--- config.mk ---
export PLATFORM = sky130hd
export DESIGN_NAME = lifo_stack_opcode_unit
export DESIGN_NICKNAME = d
export VERILOG_FILES = /design/src/rtl/lsou_pkg.sv /design/src/rtl/lifo_stack_opcode_unit.sv /design/src/rtl/lsou_cell.sv
export SDC_FILE = /design/constraint.sdc
export NUM_CORES = 2
export LEC_CHECK = 0
export BUFFER_PORTS_ARGS = -buffer_cell sky130_fd_sc_hd__buf_2
export CAP_MARGIN = 15
export CELL_PAD_IN_SITES_DETAIL_PLACEMENT = 1
export CELL_PAD_IN_SITES_GLOBAL_PLACEMENT = 1
export CORE_ASPECT_RATIO = 1.25
export CORE_MARGIN = 4
export CORE_UTILIZATION = 57
export DETAILED_ROUTE_END_ITERATION = 8
export HOLD_SLACK_MARGIN = 0.05
export PLACE_DENSITY = 0.82
export SLEW_MARGIN = 10
export SYNTH_ARGS = -nofsm -noshare
export SYNTH_HDL_FRONTEND = slang
export SYNTH_HIERARCHICAL = 1
export SYNTH_SLANG_ARGS = --single-unit
--- constraint.sdc ---
create_clock -name clk -period 10.6 [get_ports clk]
set_input_delay 2.12 -clock clk [delete_from_list [all_inputs] [get_ports clk]]
set_output_delay 2.12 -clock clk [all_outputs]
set_load 0.02 [all_outputs]
--- src/rtl/lsou_pkg.sv ---
// shared types and constants of the lifo stack opcode unit
`timescale 1ns / 1ps
package lsou_pkg;

  localparam int unsigned DATA_W   = 32;
  localparam int unsigned OP_W     = 3;
  localparam int unsigned STATUS_W = 3;

  // request opcodes carried on in_tuser
  localparam logic [OP_W-1:0] OP_PUSH = 3'd0;
  localparam logic [OP_W-1:0] OP_DUMP = 3'd1;
  localparam logic [OP_W-1:0] OP_PEEK = 3'd2;
  localparam logic [OP_W-1:0] OP_POP  = 3'd3;
  localparam logic [OP_W-1:0] OP_SWAP = 3'd4;

  // result status codes
  localparam logic [STATUS_W-1:0] ST_OK         = 3'd0;
  localparam logic [STATUS_W-1:0] ST_PEEK_EMPTY = 3'd1;
  localparam logic [STATUS_W-1:0] ST_POP_EMPTY  = 3'd2;
  localparam logic [STATUS_W-1:0] ST_SWAP_SHORT = 3'd3;
  localparam logic [STATUS_W-1:0] ST_PUSH_FULL  = 3'd4;

  // what a stack cell loads in a cycle
  typedef enum logic [1:0] {
    CELL_HOLD,
    CELL_FROM_ABOVE,
    CELL_FROM_BELOW,
    CELL_FROM_WRAP
  } cell_cmd_t;

  typedef logic signed [DATA_W-1:0] entry_t;

endpackage

--- src/rtl/lifo_stack_opcode_unit.sv ---
// lifo stack opcode unit: top level with cell chain and request control
//
// Usage: one request enters on the in_ stream (in_tuser = opcode, in_tdata =
// push value) and its results leave on the out_ stream (out_tdata = entry,
// out_tuser = status and has_value flag, out_tlast = final result of the
// request). The stack is a chain of cells, cell 0 holding the top entry;
// push shifts the chain down, pop shifts it up, swap exchanges cells 0 and 1.
// Push, pop, peek, swap and unknown opcodes give one result in the cycle after
// acceptance, and a new request is taken every cycle the output register
// is free or being drained: throughput one request per cycle.
// Dump of n entries emits n results, one per cycle unless stalled, by rotating
// the occupied cells through the top; in_tready stays low until the last one
// is loaded, and the rotation leaves the stack as it was.
// A stall on out_tready holds the output register and stops both the chain
// and input acceptance. Reset (rst_n low, synchronous) empties the stack and
// clears the output valid; cell contents are not cleared.
`timescale 1ns / 1ps
module lifo_stack_opcode_unit #(
  parameter int unsigned STACK_DEPTH = 64
) (
  input  logic                          clk,
  input  logic                          rst_n,
  input  logic                          in_tvalid,
  output logic                          in_tready,
  input  logic signed [lsou_pkg::DATA_W-1:0] in_tdata,  // [31:0] push_value
  input  logic [lsou_pkg::OP_W-1:0]     in_tuser,       // [2:0] req_type
  output logic                          out_tvalid,
  input  logic                          out_tready,
  output logic signed [lsou_pkg::DATA_W-1:0] out_tdata, // [31:0] stack_value
  output logic [lsou_pkg::STATUS_W:0]   out_tuser,      // [2:0] status, [3] has_value
  output logic                          out_tlast       // last_result
);
  import lsou_pkg::*;

  localparam int unsigned CNT_W = $clog2(STACK_DEPTH + 1);

  typedef enum logic {S_IDLE, S_DUMP} state_t;

  state_t              state_r,   state_nxt;
  logic [CNT_W-1:0]    count_r,   count_nxt;
  logic [CNT_W-1:0]    remain_r,  remain_nxt;
  logic                out_valid_r, out_valid_nxt;
  entry_t              out_data_r,  out_data_nxt;
  logic [STATUS_W-1:0] out_status_r, out_status_nxt;
  logic                out_has_r,   out_has_nxt;
  logic                out_last_r,  out_last_nxt;

  logic in_fire, out_free, dump_step;
  logic is_full, is_empty;
  logic push_go, pop_go, swap_go, rotate_go;

  entry_t    cell_q   [STACK_DEPTH];
  entry_t    top_d;

  assign out_free  = !out_valid_r || out_tready;
  assign in_tready = (state_r == S_IDLE) && out_free;
  assign in_fire   = in_tvalid && in_tready;
  assign dump_step = (state_r == S_DUMP) && out_free;
  assign is_full   = (count_r == CNT_W'(STACK_DEPTH));
  assign is_empty  = (count_r == '0);
  assign top_d     = cell_q[0];

  assign push_go   = in_fire && (in_tuser == OP_PUSH) && !is_full;
  assign pop_go    = in_fire && (in_tuser == OP_POP) && !is_empty;
  assign swap_go   = in_fire && (in_tuser == OP_SWAP) && (count_r >= CNT_W'(2));
  assign rotate_go = (in_fire && (in_tuser == OP_DUMP) && !is_empty) || dump_step;

  genvar gi;
  generate
    for (gi = 0; gi < STACK_DEPTH; gi++) begin : g_cell
      entry_t    above_d;
      entry_t    below_d;
      cell_cmd_t cell_cmd;

      if (gi == 0) begin : g_first
        assign above_d = in_tdata;
      end else begin : g_mid
        assign above_d = cell_q[gi-1];
      end

      if (gi == STACK_DEPTH - 1) begin : g_tail
        assign below_d = cell_q[gi];
      end else begin : g_inner
        assign below_d = cell_q[gi+1];
      end

      always_comb begin
        priority if (push_go) begin
          cell_cmd = CELL_FROM_ABOVE;
        end else if (pop_go) begin
          cell_cmd = CELL_FROM_BELOW;
        end else if (swap_go && gi == 0) begin
          cell_cmd = CELL_FROM_BELOW;
        end else if (swap_go && gi == 1) begin
          cell_cmd = CELL_FROM_ABOVE;
        end else if (rotate_go && (CNT_W'(gi + 1) < count_r)) begin
          cell_cmd = CELL_FROM_BELOW;
        end else if (rotate_go && (CNT_W'(gi + 1) == count_r)) begin
          // bottom occupied cell takes the entry leaving the top
          cell_cmd = CELL_FROM_WRAP;
        end else begin
          cell_cmd = CELL_HOLD;
        end
      end

      lsou_cell u_cell (
        .clk     (clk),
        .cmd     (cell_cmd),
        .above_d (above_d),
        .below_d (below_d),
        .wrap_d  (top_d),
        .q       (cell_q[gi])
      );
    end
  endgenerate

  always_comb begin
    state_nxt      = state_r;
    count_nxt      = count_r;
    remain_nxt     = remain_r;
    out_valid_nxt  = out_valid_r && !out_tready;
    out_data_nxt   = out_data_r;
    out_status_nxt = out_status_r;
    out_has_nxt    = out_has_r;
    out_last_nxt   = out_last_r;

    if (in_fire) begin
      out_valid_nxt  = 1'b1;
      out_data_nxt   = '0;
      out_status_nxt = ST_OK;
      out_has_nxt    = 1'b0;
      out_last_nxt   = 1'b1;
      unique case (in_tuser)
        OP_PUSH: begin
          if (is_full) begin
            out_status_nxt = ST_PUSH_FULL;
          end else begin
            count_nxt = count_r + CNT_W'(1);
          end
        end
        OP_DUMP: begin
          if (!is_empty) begin
            out_data_nxt = top_d;
            out_has_nxt  = 1'b1;
            out_last_nxt = (count_r == CNT_W'(1));
            if (count_r != CNT_W'(1)) begin
              state_nxt  = S_DUMP;
              remain_nxt = count_r - CNT_W'(1);
            end
          end
        end
        OP_PEEK: begin
          if (is_empty) begin
            out_status_nxt = ST_PEEK_EMPTY;
          end else begin
            out_data_nxt = top_d;
            out_has_nxt  = 1'b1;
          end
        end
        OP_POP: begin
          if (is_empty) begin
            out_status_nxt = ST_POP_EMPTY;
          end else begin
            count_nxt = count_r - CNT_W'(1);
          end
        end
        OP_SWAP: begin
          if (!swap_go) begin
            out_status_nxt = ST_SWAP_SHORT;
          end
        end
        default: begin
        end
      endcase
    end else if (dump_step) begin
      out_valid_nxt  = 1'b1;
      out_data_nxt   = top_d;
      out_status_nxt = ST_OK;
      out_has_nxt    = 1'b1;
      out_last_nxt   = (remain_r == CNT_W'(1));
      remain_nxt     = remain_r - CNT_W'(1);
      if (remain_r == CNT_W'(1)) begin
        state_nxt = S_IDLE;
      end
    end
  end

  always_ff @(posedge clk) begin
    if (!rst_n) begin
      state_r     <= S_IDLE;
      count_r     <= '0;
      remain_r    <= '0;
      out_valid_r <= 1'b0;
    end else begin
      state_r      <= state_nxt;
      count_r      <= count_nxt;
      remain_r     <= remain_nxt;
      out_valid_r  <= out_valid_nxt;
      out_data_r   <= out_data_nxt;
      out_status_r <= out_status_nxt;
      out_has_r    <= out_has_nxt;
      out_last_r   <= out_last_nxt;
    end
  end

  assign out_tvalid = out_valid_r;
  assign out_tdata  = out_data_r;
  assign out_tuser  = {out_has_r, out_status_r};
  assign out_tlast  = out_last_r;

endmodule

--- src/rtl/lsou_cell.sv ---
// one stack cell: holds an entry and loads from a neighbor or the top cell
`timescale 1ns / 1ps
module lsou_cell (
  input  logic               clk,
  input  lsou_pkg::cell_cmd_t cmd,
  input  lsou_pkg::entry_t   above_d,
  input  lsou_pkg::entry_t   below_d,
  input  lsou_pkg::entry_t   wrap_d,
  output lsou_pkg::entry_t   q
);
  import lsou_pkg::*;

  entry_t data_r;
  entry_t data_nxt;

  always_comb begin
    unique case (cmd)
      CELL_FROM_ABOVE: data_nxt = above_d;
      CELL_FROM_BELOW: data_nxt = below_d;
      CELL_FROM_WRAP:  data_nxt = wrap_d;
      default:         data_nxt = data_r;
    endcase
  end

  always_ff @(posedge clk) begin
    data_r <= data_nxt;
  end

  assign q = data_r;

endmodule

==> impl_metrics.ini <==
[drt]
firstDrtPassIters = 6
routed_wl_microns = 352000
num_vias = 78600
antenna_left = 0
wl_per_cell_microns = 29.3
via_per_inst = 6.54
remaining_drc_errors = 0
initialDrtViolationCount = 8286

[clock_tree]
post_cts_buffers = 0
post_cts_resized = 0
clkSlewWorstSetupHoldPaths_ns = 0.06
cts.path.max_buffers = 3
cts.hold.buffers_added = 0
cts_made_buffers = 211
clk_latency_ns = 0.87
cts_tree = yes
cts_sinks = 2101
cts-root-buf = clkbuf_16
htree_levels = 4

[global_routing]
grt_antenna_before_repair = 12
grt_overflow = 0
grt_max_degree = 68
grt_pass1_vias = 81800
grt_pass1_wl_microns = 523000
grt_usage_pct = 33.9

[timing]
fmax_ghz = 0.164
min_period_over_period_pct = 57.4
tns_ns = 0
finalSetupViolCount = 0
fin_skew_ns = 0.0227
slew_viol_final = 0
worstMarginPinSlew_ns = 1.22
hold_viol = 0
max_slew_margin_pct = 18.9
setup_ws_ns = 4.51
fin_crit_ns = 6.09
rsz0062_at_grt = no

[placed_design]
dp_cells = 11600
globalplace.congestion = 0.949
post-place-ws_ns = 3.73
dp.final_hpwl_microns = 227000
portBuffers = 77

[layout]
drive_above_1_share_pct = 8.39
instances_no_fill = 12000
layout.nets = 9324
multi_input_area_sq_um = 42900
postLayoutCoreUtil_pct = 60.6
area_growth_pct = 5.69
nFillCells = 19700
register_area_sq_um = 62900

[critical_path]
crit_buf_inv = 3
critPathKind = primary input to register
cp.depth = 9
end_kind = register
cpMaxStageDelayCell = or2_2
cp-start-kind = primary input
critPathRequiredTime_ns = 11.09
slowest_delay_ns = 0.83
path_delay_family = simple AND/OR/NAND/NOR gates
r2r_slack_ns = 4.93
worst-r2r-cell-count = 10
crit_chain = buf_2 -> nand2b_1 -> nand2_1 -> nor2_1 -> nand3_4 -> buf_4 -> o31ai_4 -> buf_4 -> or2_2
crit_top_cell = buf_4
crit_arrival_ns = 6.58
path_max_fanout = 33

[floorplanning]
die_area_sq_um = 203000
chipHeight_microns = 503
rows = 181
core_area_sq_um = 195000
initial_core_util_pct = 57.3
die_w_microns = 404
io-pin-count = 78

[worst_hold_path]
min_path_cells = 2
hp-class = register to register

[synthesis]
yosysMostFrequentCell = nor2_1
postSynthAreaPerCell_sq_um = 11.7
synth_nets = 9586
synthFlopType = edfxtp_1
synth_cell_type_count = 66
synth_edf_count = 2085
ys.warnings.count = 6
yosysSeqAreaShare_pct = 56.4
ys_top_cells_by_area = edfxtp_1, mux2i_1, a21oi_1, nor2_1, buf_12
synthTopCellsByCount = nor2_1, edfxtp_1, a21oi_1
async_flop_share_pct = 0
synthCells = 9539
yosysTopAreaCell = edfxtp_1
synth_seq_cells = 2101
synth_top_area_share_pct = 56.1
synth_area_sq_um = 112000

[run]
cap_violations = 0

[outcome]
outcome = finished clean

[power]
power_leakage_nw = 36.8
powerDensity_nw_per_um2 = 154
ir_drop_v = 0.000202
[final timing paths]
path | from | to
worst max-delay path | out_tready | g_cell[2].u_cell/q[29]$_DFFE_PP_
worst min-delay path | remain_r[1]$_SDFFE_PN0P_ | remain_r[1]$_SDFFE_PN0P_
worst max register to register | count_r[0]$_SDFFE_PN0P_ | g_cell[2].u_cell/q[29]$_DFFE_PP_
worst min register to register | remain_r[1]$_SDFFE_PN0P_ | remain_r[1]$_SDFFE_PN0P_
[layout make-up]
| type | instances | share of cell area, % |
|---|---|---|
| Antenna cell | 8 | 0.0170 |
| Multi-Input combinational cell | 6670 | 36.4 |
| Inverter | 13 | 0.0414 |
| Clock buffer | 256 | 4.69 |
| Sequential cell | 2101 | 53.4 |
| Tap cell | 2562 | 2.72 |
| Clock inverter | 128 | 1.17 |
| Timing Repair Buffer | 280 | 1.62 |
[cell usage in the layout, fill, tap and decap left out, types with 9 or more instances in the layout]
master	Yosys	final
nor2b_1	36	36
o211ai_1	10	10
or2_2	67	67
edfxtp_1	2085	2085
nor2_1	2089	2089
nor3_1	20	19
a21oi_1	2072	2070
clkinv_1	1	44
o21ai_0	62	23
nand2_1	61	48
o31ai_4	0	17
inv_1	12	11
mux2i_1	2050	2050
nand2_2	1	14
bufinv_16	0	27
clkinv_2	0	40
buf_4	71	203
a31oi_4	0	9
clkbuf_16	0	215
clkbuf_1	228	41
nand3_1	35	32
o21ai_4	1	48
dfxtp_1	16	16
nand2b_1	18	10
buf_2	197	77
[power breakdown]
part | switching [mW] | leakage (nW) | total [mW] | internal, mW
combinational | 0.674 | 14.3 | 0.981 | 0.307
sequential | 0.140 | 19.1 | 9.44 | 9.30
clock | 3.32 | 3.37 | 7.68 | 4.36
[metrics by stage]
step / power, mW / hold WS [ns] / cell area, sq um
final: 18.1 / 0.496 / 118000
after global routing: 18.6 / 0.517 / 118000
after CTS: 18.2 / 0.495 / 118000
after detailed placement: 10.6 / 0.489 / 111000
after global placement: 10.5 / 0.456 / 111000
after floorplan: 10.3 / 0.445 / 112000
[per-layer routing]
metal | vias up | share of wire, % | track usage (%)
met5 | - | 0.0037 | 0
met4 | 2 | 6.0 | 17.7
met3 | 1006 | 7.5 | 5.91
met2 | 3589 | 47 | 55.3
met1 | 39600 | 39 | 43.6
li1 | 34500 | - | -
[tightest hold or removal path: stages (launching register included)]
cell     delay, ns
dfxtp_1       0.33
nand2_1       0.06
a21oi_1       0.06
[sequential cells by signal (all words and copies together), names as in the netlist]
signal,flops
out_tdata,32
count_r,7
out_has_r,1
out_tlast,1
state_r,1
out_status_r,3
out_tvalid,1
remain_r,7
g_cell.u_cell/q,2048
[cell families after synthesis]
| family | after synthesis | share of synthesized area (%) |
|---|---|---|
| AO/OA/AOI/OAI | 2246 | 10.4 |
| XOR/XNOR | 5 | 0.0393 |
| adder cells (fa/ha/maj) | 8 | 0.0897 |
| buffers and inverters | 768 | 6.28 |
| flip-flops | 2101 | 56.4 |
| multiplexers | 2050 | 18.4 |
| AND/OR/NAND/NOR | 2361 | 8.39 |
(Power assumes the default switching activity.)
